--- config.mk ---
export PLATFORM = sky130hd
export DESIGN_NAME = dragonfly_minimal_route_port_core
export DESIGN_NICKNAME = d
export VERILOG_FILES = /design/src/rtl/core/dfmr_pkg.sv /design/src/rtl/core/dfmr_cfg.sv /design/src/rtl/core/dfmr_skid.sv /design/src/rtl/core/dfmr_route.sv /design/src/rtl/core/dragonfly_minimal_route_port_core.sv
export SDC_FILE = /design/constraint.sdc
export NUM_CORES = 2
export LEC_CHECK = 0
export BUFFER_PORTS_ARGS = -buffer_cell sky130_fd_sc_hd__buf_2
export CORE_MARGIN = 2
export CORE_UTILIZATION = 30
export DETAILED_ROUTE_END_ITERATION = 8
export SLEW_MARGIN = 20
export SYNTH_ARGS = -nofsm -noshare
export SYNTH_HDL_FRONTEND = slang
export SYNTH_HIERARCHICAL = 1
export SYNTH_SLANG_ARGS = --single-unit
--- constraint.sdc ---
create_clock -name clk_i -period 69.7 [get_ports clk_i]
set_clock_uncertainty 0.15 [all_clocks]
set_input_delay 13.94 -clock clk_i [delete_from_list [all_inputs] [get_ports clk_i]]
set_output_delay 13.94 -clock clk_i [all_outputs]
set_load 0.02 [all_outputs]
--- src/rtl/core/dfmr_pkg.sv ---
package dfmr_pkg;

  localparam int SwW       = 18;
  localparam int DstW      = 23;
  localparam int PortW     = 7;
  localparam int AW        = 7;
  localparam int HW        = 6;
  localparam int PW        = 6;
  localparam int ApW       = 13;
  localparam int GrpW      = 13;
  localparam int LocW      = 7;
  localparam int PortCalcW = 8;
  localparam int CfgIdxW   = 2;
  localparam int CfgDataW  = 7;

  localparam logic [AW-1:0]        ResetA      = 7'd4;
  localparam logic [HW-1:0]        ResetH      = 6'd2;
  localparam logic [PW-1:0]        ResetP      = 6'd2;
  localparam logic [ApW-1:0]       ResetAp     = ApW'(int'(ResetA) * int'(ResetP));
  localparam logic [GrpW-1:0]      ResetGroups = GrpW'(int'(ResetA) * int'(ResetH) + 1);
  localparam logic [PortCalcW-1:0] PortMax     = 8'd127;

  typedef enum logic [CfgIdxW-1:0] {
    CfgIdxA = 2'd0,
    CfgIdxH = 2'd1,
    CfgIdxP = 2'd2
  } cfg_idx_e;

  typedef struct packed {
    logic [SwW-1:0]  switch_id;
    logic [DstW-1:0] dest_port;
  } in_word_t;

  typedef struct packed {
    logic [PortW-1:0] out_port;
    logic             range_error;
  } out_word_t;

  typedef struct packed {
    logic [AW-1:0]   a;
    logic [HW-1:0]   h;
    logic [PW-1:0]   p;
    logic [ApW-1:0]  ap;
    logic [GrpW-1:0] groups;
  } topo_t;

endpackage

--- src/rtl/core/dfmr_cfg.sv ---
module dfmr_cfg (
  input  logic                          clk_i,
  input  logic                          rst_ni,
  input  logic                          cfg_we_i,
  input  logic [dfmr_pkg::CfgIdxW-1:0]  cfg_idx_i,
  input  logic [dfmr_pkg::CfgDataW-1:0] cfg_data_i,
  output dfmr_pkg::topo_t               topo_o
);
  import dfmr_pkg::*;

  logic [AW-1:0]   a_q, a_d;
  logic [HW-1:0]   h_q, h_d;
  logic [PW-1:0]   p_q, p_d;
  logic [ApW-1:0]  ap_q, ap_d;
  logic [GrpW-1:0] groups_q, groups_d;

  always_comb begin
    a_d = a_q;
    h_d = h_q;
    p_d = p_q;
    if (cfg_we_i) begin
      unique case (cfg_idx_e'(cfg_idx_i))
        CfgIdxA: a_d = cfg_data_i[AW-1:0];
        CfgIdxH: h_d = cfg_data_i[HW-1:0];
        CfgIdxP: p_d = cfg_data_i[PW-1:0];
        default: ;
      endcase
    end
  end

  // derived topology values, one register after each product
  assign ap_d     = ApW'(a_d) * ApW'(p_d);
  assign groups_d = GrpW'(a_d) * GrpW'(h_d) + GrpW'(1);

  always_ff @(posedge clk_i or negedge rst_ni) begin
    if (!rst_ni) begin
      a_q      <= ResetA;
      h_q      <= ResetH;
      p_q      <= ResetP;
      ap_q     <= ResetAp;
      groups_q <= ResetGroups;
    end else begin
      a_q      <= a_d;
      h_q      <= h_d;
      p_q      <= p_d;
      ap_q     <= ap_d;
      groups_q <= groups_d;
    end
  end

  assign topo_o.a      = a_q;
  assign topo_o.h      = h_q;
  assign topo_o.p      = p_q;
  assign topo_o.ap     = ap_q;
  assign topo_o.groups = groups_q;

endmodule

--- src/rtl/core/dfmr_skid.sv ---
module dfmr_skid (
  input  logic               clk_i,
  input  logic               rst_ni,
  input  logic               in_valid_i,
  output logic               in_stall_o,
  input  dfmr_pkg::in_word_t in_word_i,
  input  logic               adv_i,
  output logic               ent_valid_o,
  output dfmr_pkg::in_word_t ent_word_o
);
  import dfmr_pkg::*;

  logic     skid_vld_q, skid_vld_d;
  in_word_t skid_q;
  logic     acc;

  assign in_stall_o  = skid_vld_q;
  assign acc         = in_valid_i && !skid_vld_q;
  assign ent_valid_o = skid_vld_q || in_valid_i;
  assign ent_word_o  = skid_vld_q ? skid_q : in_word_i;
  assign skid_vld_d  = adv_i ? 1'b0 : (skid_vld_q || acc);

  always_ff @(posedge clk_i or negedge rst_ni) begin
    if (!rst_ni) begin
      skid_vld_q <= 1'b0;
    end else begin
      skid_vld_q <= skid_vld_d;
    end
  end

  always_ff @(posedge clk_i) begin
    if (!adv_i && acc) begin
      skid_q <= in_word_i;
    end
  end

`ifndef SYNTH
  a_fill_only_when_frozen: assert property (@(posedge clk_i) disable iff (!rst_ni)
    $rose(skid_vld_q) |-> $past(!adv_i))
    else $error("skid filled while pipeline advanced");
  a_fill_needs_word: assert property (@(posedge clk_i) disable iff (!rst_ni)
    $rose(skid_vld_q) |-> $past(in_valid_i))
    else $error("skid filled without a word");
  a_drain: assert property (@(posedge clk_i) disable iff (!rst_ni)
    skid_vld_q && adv_i |=> !skid_vld_q)
    else $error("skid not drained on advance");
`endif

endmodule

--- src/rtl/core/dfmr_route.sv ---
module dfmr_route (
  input  logic                clk_i,
  input  logic                rst_ni,
  input  logic                ent_valid_i,
  input  dfmr_pkg::in_word_t  ent_word_i,
  input  dfmr_pkg::topo_t     topo_i,
  input  logic                out_stall_i,
  output logic                adv_o,
  output logic                out_valid_o,
  output dfmr_pkg::out_word_t out_word_o
);
  import dfmr_pkg::*;

  localparam int Q1      = GrpW;
  localparam int Q2      = LocW;
  localparam int NStg    = Q1 + Q2 + 3;
  localparam int SwCmpW  = AW + Q1;
  localparam int DstCmpW = ApW + Q1;
  localparam int RdCmpW  = PW + Q2;
  localparam int KCmpW   = HW + Q2;

  typedef struct packed {
    logic [SwW-1:0]  sw_rem;
    logic [GrpW-1:0] sw_quo;
    logic [DstW-1:0] dst_rem;
    logic [GrpW-1:0] dst_quo;
  } p1_t;

  typedef struct packed {
    logic            err;
    logic            same;
    logic [LocW-1:0] r_src;
    logic [ApW-1:0]  rd_rem;
    logic [LocW-1:0] rd_quo;
    logic [GrpW-1:0] k_rem;
    logic [LocW-1:0] k_quo;
  } p2_t;

  logic [NStg-1:0] vld_q;
  p1_t             p1_q [Q1+1];
  p2_t             p2_q [Q2+1];
  out_word_t       out_q;

  assign adv_o = !(vld_q[NStg-1] && out_stall_i);

  always_ff @(posedge clk_i or negedge rst_ni) begin
    if (!rst_ni) begin
      vld_q <= '0;
    end else if (adv_o) begin
      vld_q <= {vld_q[NStg-2:0], ent_valid_i};
    end
  end

  // group and in-group position of switch and destination
  always_ff @(posedge clk_i) begin
    if (adv_o) begin
      p1_q[0].sw_rem  <= ent_word_i.switch_id;
      p1_q[0].sw_quo  <= '0;
      p1_q[0].dst_rem <= ent_word_i.dest_port;
      p1_q[0].dst_quo <= '0;
    end
  end

  for (genvar i = 0; i < Q1; i++) begin : g_div1
    localparam int Sh = Q1 - 1 - i;
    logic [SwCmpW-1:0]  sw_dvs;
    logic [DstCmpW-1:0] dst_dvs;
    logic               sw_ge;
    logic               dst_ge;
    p1_t                nxt;

    assign sw_dvs  = SwCmpW'(topo_i.a) << Sh;
    assign dst_dvs = DstCmpW'(topo_i.ap) << Sh;
    assign sw_ge   = SwCmpW'(p1_q[i].sw_rem) >= sw_dvs;
    assign dst_ge  = DstCmpW'(p1_q[i].dst_rem) >= dst_dvs;

    always_comb begin
      nxt = p1_q[i];
      if (sw_ge) begin
        nxt.sw_rem     = p1_q[i].sw_rem - sw_dvs[SwW-1:0];
        nxt.sw_quo[Sh] = 1'b1;
      end
      if (dst_ge) begin
        nxt.dst_rem     = p1_q[i].dst_rem - dst_dvs[DstW-1:0];
        nxt.dst_quo[Sh] = 1'b1;
      end
    end

    always_ff @(posedge clk_i) begin
      if (adv_o) begin
        p1_q[i+1] <= nxt;
      end
    end
  end

  // range check and global link index
  logic [GrpW-1:0] g_src, g_dst;

  assign g_src = p1_q[Q1].sw_quo;
  assign g_dst = p1_q[Q1].dst_quo;

  always_ff @(posedge clk_i) begin
    if (adv_o) begin
      p2_q[0].err    <= (g_src >= topo_i.groups) || (g_dst >= topo_i.groups);
      p2_q[0].same   <= g_src == g_dst;
      p2_q[0].r_src  <= p1_q[Q1].sw_rem[LocW-1:0];
      p2_q[0].rd_rem <= p1_q[Q1].dst_rem[ApW-1:0];
      p2_q[0].rd_quo <= '0;
      p2_q[0].k_rem  <= (g_dst > g_src) ? g_dst - GrpW'(1) : g_dst;
      p2_q[0].k_quo  <= '0;
    end
  end

  for (genvar i = 0; i < Q2; i++) begin : g_div2
    localparam int Sh = Q2 - 1 - i;
    logic [RdCmpW-1:0] rd_dvs;
    logic [KCmpW-1:0]  k_dvs;
    logic              rd_ge;
    logic              k_ge;
    p2_t               nxt;

    assign rd_dvs = RdCmpW'(topo_i.p) << Sh;
    assign k_dvs  = KCmpW'(topo_i.h) << Sh;
    assign rd_ge  = RdCmpW'(p2_q[i].rd_rem) >= rd_dvs;
    assign k_ge   = KCmpW'(p2_q[i].k_rem) >= k_dvs;

    always_comb begin
      nxt = p2_q[i];
      if (rd_ge) begin
        nxt.rd_rem     = p2_q[i].rd_rem - rd_dvs[ApW-1:0];
        nxt.rd_quo[Sh] = 1'b1;
      end
      if (k_ge) begin
        nxt.k_rem     = p2_q[i].k_rem - k_dvs[GrpW-1:0];
        nxt.k_quo[Sh] = 1'b1;
      end
    end

    always_ff @(posedge clk_i) begin
      if (adv_o) begin
        p2_q[i+1] <= nxt;
      end
    end
  end

  // port selection
  logic [PortCalcW-1:0] base, rs, rd, gw, slot, dmod, port;
  logic                 err_all;

  assign base = PortCalcW'(topo_i.p) + PortCalcW'(topo_i.h);
  assign rs   = PortCalcW'(p2_q[Q2].r_src);
  assign rd   = PortCalcW'(p2_q[Q2].rd_quo);
  assign gw   = PortCalcW'(p2_q[Q2].k_quo);
  assign slot = PortCalcW'(p2_q[Q2].k_rem[HW-1:0]);
  assign dmod = PortCalcW'(p2_q[Q2].rd_rem[PW-1:0]);

  always_comb begin
    if (!p2_q[Q2].same) begin
      if (rs == gw) begin
        port = PortCalcW'(topo_i.p) + slot;
      end else if (rs < gw) begin
        port = base + gw - PortCalcW'(1);
      end else begin
        port = base + gw;
      end
    end else if (rd > rs) begin
      port = base + rd - PortCalcW'(1);
    end else if (rd < rs) begin
      port = base + rd;
    end else begin
      port = dmod;
    end
  end

  assign err_all = p2_q[Q2].err || (port > PortMax);

  always_ff @(posedge clk_i) begin
    if (adv_o) begin
      out_q.range_error <= err_all;
      out_q.out_port    <= err_all ? '0 : port[PortW-1:0];
    end
  end

  assign out_valid_o = vld_q[NStg-1];
  assign out_word_o  = out_q;

`ifndef SYNTH
  a_freeze: assert property (@(posedge clk_i) disable iff (!rst_ni)
    !adv_o |=> $stable(vld_q))
    else $error("pipeline moved while frozen");
  a_err_port: assert property (@(posedge clk_i) disable iff (!rst_ni)
    vld_q[NStg-2] && adv_o && err_all |=> out_valid_o && out_word_o.out_port == '0)
    else $error("flagged word carries a port");
  a_drop: assert property (@(posedge clk_i) disable iff (!rst_ni)
    adv_o && vld_q[NStg-2] |=> out_valid_o)
    else $error("word lost at output stage");
`endif

endmodule

--- src/rtl/core/dragonfly_minimal_route_port_core.sv ---
// throughput: one word per cycle while no output stall holds the pipeline, which has
// 23 register stages; an output stall while the last stage holds a valid word freezes
// the whole pipeline; a word arriving then waits in an input skid register and input
// stall stays high until the first advancing edge moves it on
// reset: topology registers return to 4 switches, 2 global links, 2 hosts; pipeline empties
module dragonfly_minimal_route_port_core (
  input  logic                          clk_i,
  input  logic                          rst_ni,
  input  logic                          in_valid_i,
  output logic                          in_stall_o,
  input  dfmr_pkg::in_word_t            in_word_i,
  output logic                          out_valid_o,
  input  logic                          out_stall_i,
  output dfmr_pkg::out_word_t           out_word_o,
  input  logic                          cfg_we_i,
  input  logic [dfmr_pkg::CfgIdxW-1:0]  cfg_idx_i,
  input  logic [dfmr_pkg::CfgDataW-1:0] cfg_data_i
);
  import dfmr_pkg::*;

  topo_t    topo;
  logic     adv;
  logic     ent_valid;
  in_word_t ent_word;

  dfmr_cfg u_cfg (
    .clk_i      (clk_i),
    .rst_ni     (rst_ni),
    .cfg_we_i   (cfg_we_i),
    .cfg_idx_i  (cfg_idx_i),
    .cfg_data_i (cfg_data_i),
    .topo_o     (topo)
  );

  dfmr_skid u_skid (
    .clk_i       (clk_i),
    .rst_ni      (rst_ni),
    .in_valid_i  (in_valid_i),
    .in_stall_o  (in_stall_o),
    .in_word_i   (in_word_i),
    .adv_i       (adv),
    .ent_valid_o (ent_valid),
    .ent_word_o  (ent_word)
  );

  dfmr_route u_route (
    .clk_i       (clk_i),
    .rst_ni      (rst_ni),
    .ent_valid_i (ent_valid),
    .ent_word_i  (ent_word),
    .topo_i      (topo),
    .out_stall_i (out_stall_i),
    .adv_o       (adv),
    .out_valid_o (out_valid_o),
    .out_word_o  (out_word_o)
  );

endmodule

* After elaboration in Yosys (flattened, before gate mapping)
Memory sizes are Yosys's and may differ from the RTL's. Index checks and enable logic that the tools add are counted.
Operators by class: add/subtract/negate cells 48, $mul 2, order comparisons 47, equal/unequal tests 4, mux-type cells 91, reductions and logical operators 9
Operator list (number):
- $mux W23 | 12
- $mux W18 | 12
- $mux W13 | 13
- $sub A23 B23 Y23 | 3
- $mux W41 | 1
- $mux W8 | 5
- $mux W1 | 38
- $sub A18 B18 Y18 | 2
- $mux W14 | 2
- $ge A13 B10 Y1 | 2
- $ge A13 B11 Y1 | 2
- $ge A13 B12 Y1 | 2
- $ge A13 B13 Y1 | 2
- $ge A13 B6 Y1 | 2
- $ge A13 B7 Y1 | 2
- $ge A13 B8 Y1 | 2
- $ge A13 B9 Y1 | 2
- $mul A7 B6 Y13 | 2
- $sub A13 B10 Y13 | 2
- $sub A13 B11 Y13 | 2
- $sub A13 B12 Y13 | 2
- $sub A13 B6 Y13 | 2
- $sub A13 B7 Y13 | 2
- $sub A13 B8 Y13 | 2
- other kinds (69) | 83
Storage, ports and cells: register bits 118, RAM bits 1330, bits of input ports 55, output and inout port bits 10, logic and storage cells 214, memories 2
Memory list:
- u_route.p1_q | words 14, width 67, read ports 14, clocked after Yosys merged registers in 0, wr ports 14, RTL line dfmr_route.sv:40 | p1_t p1_q [Q1+1];
- u_route.p2_q | words 8, width 49, read ports 8, clocked after Yosys merged registers in 0, wr ports 8, RTL line dfmr_route.sv:41 | p2_t p2_q [Q2+1];

* Logic depth before layout (Yosys ltp)
depth in word-level cells 8, mapped depth 17, depth with buffers taken out 16

* Cells and area by module
Netlist, hierarchy kept.
Modules (own cells, without submodules):
- dfmr_route | times used 1, cells an instance 4637, area each 58097.0 um^2, seq. area each 32556.2 um^2
- dfmr_cfg | times used 1, cells an instance 387, area each 3893.7 um^2, seq. area each 1133.6 um^2
- dfmr_skid | times used 1, cells an instance 91, area each 1966.9 um^2, seq. area each 1256.2 um^2

* Worst setup path after synthesis
No wires, ideal clock.
path kind in2reg, start input out_stall_i, end register u_skid/skid_q[0] (netlist name), enable pin, setup time 5.129 ns, arrival time 62.410 ns, data required time 64.421 ns, path slack 2.010 ns, cell stages on the path 3, buffers on the path 1, path through nand2_1 -> buf_1 -> nor3b_1
On the way: word-level cells in the longest chain between the ends 2
Ends and longest elaborated chain:
- start, declared | RTL line dragonfly_minimal_route_port_core.sv:13 | input logic out_stall_i,
- $logic_and A1 B1 Y1 | RTL line dfmr_route.sv:44 | assign adv_o = !(vld_q[NStg-1] && out_stall_i);
- $logic_and A1 B1 Y1 | RTL line dfmr_skid.sv:32 | if (!adv_i && acc) begin
- end signal, assigned | RTL line dfmr_skid.sv:33 | skid_q <= in_word_i;
- end, declared | RTL line dfmr_skid.sv:14 | in_word_t skid_q;
Every way passes these cells. A chain may end at the register's enable or synchronous reset.

* Worst setup path after layout
start input cfg_idx_i[0] (netlist name), end register u_cfg.ap_q[12]
On the way: word-level cells in the longest chain between the ends 4, elaborated cells on any way between the ends 7, classes of those cells 1 x mul; 1 x eq/ne; 4 x mux; 1 x reduce/logical
Ends and longest elaborated chain:
- start, declared | RTL line dragonfly_minimal_route_port_core.sv:16 | input logic [dfmr_pkg::CfgIdxW-1:0] cfg_idx_i,
- $logic_not A2 Y1 | RTL line dfmr_cfg.sv:22 | unique case (cfg_idx_e'(cfg_idx_i))
- $mux W7 | RTL line dfmr_cfg.sv:22
- $mux W7 | RTL line dfmr_cfg.sv:21 | if (cfg_we_i) begin
- net u_cfg.a_d[2] | RTL line dfmr_cfg.sv:11 | logic [AW-1:0] a_q, a_d;
- $mul A7 B6 Y13 | RTL line dfmr_cfg.sv:32 | assign ap_d = ApW'(a_d) * ApW'(p_d);
- net u_cfg.ap_d[12] | RTL line dfmr_cfg.sv:14 | logic [ApW-1:0] ap_q, ap_d;
- end signal, assigned | RTL line dfmr_cfg.sv:40 | ap_q <= ResetAp;
- end signal, assigned | RTL line dfmr_cfg.sv:46 | ap_q <= ap_d;
- end, declared | RTL line dfmr_cfg.sv:14
The timed path passes the listed nets, and every way through them passes these cells.

==> summary.txt <==
Logic synthesis
  – Mapped Area: 64000 sq um
  – Synthesized flop and latch total: 1175
  – Number of synthesized flops with an enable pin: 1106
  – Mapped Nets: 5722
  – Netlist cell types: 128
  – Async S/R FF share, synth: 5.87%
  – Top_reg_cell synth: edfxtp_1
  – Cell count after synthesis: 5115
  – Syn Area/Cell: 12.5 sq um
  – Sequential area share after synthesis: 54.6%
  – Yosys warns: 6

Die
  – Initial Utilization: 30.2%
  – CORE AREA: 212000 sq um
  – Die width: 466 um
  – Die Y: 466 um
  – Cell Rows: 169
  – # IOs: 65
  – Overall die area: 217000 sq um

GRT
  – M3 GR Usage: 1.96%
  – Met1 Track Usage GR: 15.2%
  – GRT overflow: 0
  – Vias in the first global route: 40100
  – Initial antenna violation count: 1
  – GRT busiest layer: met2
  – Met2 Use GR: 21.3%
  – Total GRT Usage: 12.2%
  – Largest net degree at the start of global routing: 199
  – First-pass GRT wire length: 215 mm

STA
  – Worst hold slack: 0.246 ns
  – Setup violators final: 0
  – RSZ-0062 raised after global routing: no
  – Pins over their slew limit: 0
  – Final worst slack: 51.22 ns
  – FMAX: 54.1 MHz
  – Final worst path period need: 18.48 ns
  – Rel. slew slack: 29.4%
  – Tightest Pin Transition: 1.05 ns
  – Setup TNS: 0 ns
  – Period utilization: 26.5%
  – Hold Fails Final Rpt: 0

Clock network
  – Hold buffers post-CTS: 0
  – CTS buffer count: 119
  – H-tree Lvls: 3
  – Clock Sinks: 1175
  – Clock transition at path regs: 0.06 ns
  – CTS Buffer Depth: 3
  – Clk Latency, worst-skew pair: 0.77 ns
  – CTS resizes: 0
  – Setup bufs post-CTS: 0
  – CTS root buf: clkbuf_16
  – TritonCTS clock tree: yes

Flow run
  – Max_cap viols: 0

Critical path
  – Required @ worst endpoint: 70.24 ns
  – CP dominant cell by count: fa_1
  – Stages on the worst setup path: 15
  – Crit path max fanout: 10
  – CP endpoint: u_cfg/ap_q[12]
  – R2r setup slk: 64.55 ns
  – CP startpoint: cfg_idx_i[0]
  – Crit path max-delay family: adder cells
  – Crit path max-delay cell type: nor3b_2
  – Worst setup EP type: flip-flop
  – Crit Path Class: in2reg
  – CP cell instances: buf_2, nor3b_2, mux2i_2, inv_1, nand2_1, fa_1, fa_1, fa_1, inv_1, ha_1, and3_4, a2111oi_4, o21ai_1, a21oi_1, xnor2_1
  – Worst reg2reg path startpoint: u_route/vld_q[22]
  – Crit path buf inv count: 3
  – CP arrival: 19.01 ns
  – CP Launch Type: input pin
  – CP peak stage delay: 0.82 ns
  – Worst reg2reg path depth: 5
  – Worst r2r dst: u_route/p2_q[1][64]

Outcome
  – Failing checks: DRC
  – Outcome: complete, but fails checks

Power
  – Max rail drop VDD: 0.0000319 V
  – Power Dens Cells: 56.3 nW/um^2
  – Leak pwr: 27.3 nW
  – Clock share of power: 16.8%
  – Cell internal pwr: 2.50 mW
  – Seq pwr share: 35.3%
  – NetSw: 1.56 mW
  – Power, Total: 4.06 mW
  – Sw Ratio: 38.4%
  – Comb pwr share: 47.8%

Min path
  – Hold crit path type: reg2reg

Drt
  – Iteration-0 DRC Markers: 2331
  – Vias post-DR: 39700
  – Drt via density: 4.83
  – WL final: 133 mm
  – Antenna viol nets, final: 0
  – Pre-antenna DRT Iters: 8
  – Routed WL per cell: 16.2 um
  – Drt drc: 4

Cells and area
  – Layout cell share with drive strength beyond 1: 11.2%
  – Most common cell after layout, fill and taps aside: edfxtp_1
  – Area growth, synth to finish: 12.7%
  – Fill cells: 20600
  – Most frequent cells in the layout: edfxtp_1 (1106), ha_1 (466), nor2_1 (391)
  – Fin nets: 5890
  – Final instance area: 72100 sq um
  – Post-route insts no fill: 8211
  – Util after Layout: 34.0%

Placed design
  – DPL Wire Length: 96.8 mm
  – DP Area: 67800 sq um
  – Placed Instances: 7981
  – Pre-CTS WS: 50.45 ns
  – GP Congestion: 0.835
  – Port Buffers: 64
## cells in the mapped netlist (44+ instances only)
cell type | n | area share, %
mux2_2 | 152 | 2.7
a21boi_0 | 46 | 0.54
nand2_1 | 229 | 1.3
or3_1 | 44 | 0.43
xor2_1 | 125 | 1.7
a21oi_1 | 258 | 2.0
ha_1 | 466 | 9.1
nand2b_1 | 55 | 0.54
edfxtp_1 | 1106 | 52
nor2b_1 | 108 | 1.1
nand4_1 | 58 | 0.57
nand3_1 | 99 | 0.77
a21o_1 | 59 | 0.69
o21a_1 | 68 | 0.80
nor2_1 | 391 | 2.3
nor4_1 | 76 | 0.74
dfrtp_1 | 63 | 2.5
mux2i_1 | 67 | 1.0
nor3_1 | 107 | 0.84
xnor2_1 | 197 | 2.7
inv_1 | 369 | 2.2
o21ai_0 | 251 | 2.0
fa_1 | 86 | 2.7
## sequential cells by signal, indices dropped and copies added, names as in the netlist
register / flops
u_cfg/h_q: 6
u_route/vld_q: 23
u_route/p1_q: 735
u_skid/in_stall_o: 1
u_route/p2_q: 322
u_skid/skid_q: 41
u_cfg/ap_q: 13
u_route/out_word_o: 8
u_cfg/groups_q: 13
u_cfg/p_q: 6
u_cfg/a_q: 7
## worst reg2reg max path, cell delays in order (launching register included)
cell and delay [ns]:
dfrtp_1 0.45, nand2_4 0.64, buf_4 0.74, buf_4 0.93
buf_4 0.91, buf_4 0.93
## how the worst min path moves through the flow
stage | cells after the start | to | startpoint
floorplan | 0 | u_route/p1_q[0][146] | u_route/p1_q[0][79]
global placement | 0 | u_route/p1_q[1][336] | u_route/p1_q[1][269]
detailed placement | 0 | u_route/p1_q[0][448] | u_route/p1_q[0][381]
CTS | 0 | u_route/p1_q[0][448] | u_route/p1_q[0][381]
global route | 0 | u_route/p1_q[0][448] | u_route/p1_q[0][381]
finish | 0 | u_route/p1_q[0][448] | u_route/p1_q[0][381]
## area by class of cell
| class | count | area (sq um) | share of cell area [%] |
|---|---|---|---|
| tap | 2821 | 3530 | 4.90 |
| antenna | 3 | 7.51 | 0.0104 |
| clock buffer | 141 | 3190 | 4.43 |
| sequential | 1175 | 34900 | 48.5 |
| clock inverter | 84 | 1050 | 1.46 |
| inverter | 375 | 1410 | 1.95 |
| multi-input combinational | 3504 | 27300 | 37.8 |
| timing repair buffer | 108 | 697 | 0.967 |
## routing by layer
layer	share of wire, %	vias to the layer above
li1	-	19500
met1	44	19300
met2	49	628
met3	3.3	208
met4	3.2	0
met5	0	-
## power by group through the flow
stage	sequential (mW)	combinational, mW	clock (mW)
floorplan	1.57	1.52	0
global placement	1.44	1.88	0
detailed placement	1.45	1.93	0
CTS	1.44	1.94	0.705
global route	1.47	2.18	0.732
finish	1.43	1.94	0.684
## logic make-up (layout without fill, tap and decap cells)
| logic type | count (synthesis) | count (layout) | synth area share (%) |
|---|---|---|---|
| compound gates | 973 | 973 | 9.95 |
| xor+xnor | 323 | 323 | 4.43 |
| fa+ha+maj | 552 | 552 | 11.8 |
| buf+inv | 436 | 708 | 2.75 |
| flops | 1175 | 1175 | 54.6 |
| mux | 286 | 286 | 5.20 |
| other cells | 0 | 3 | 0 |
| simple gates | 1370 | 1370 | 11.2 |
Power figures use the tool's default switching activity.
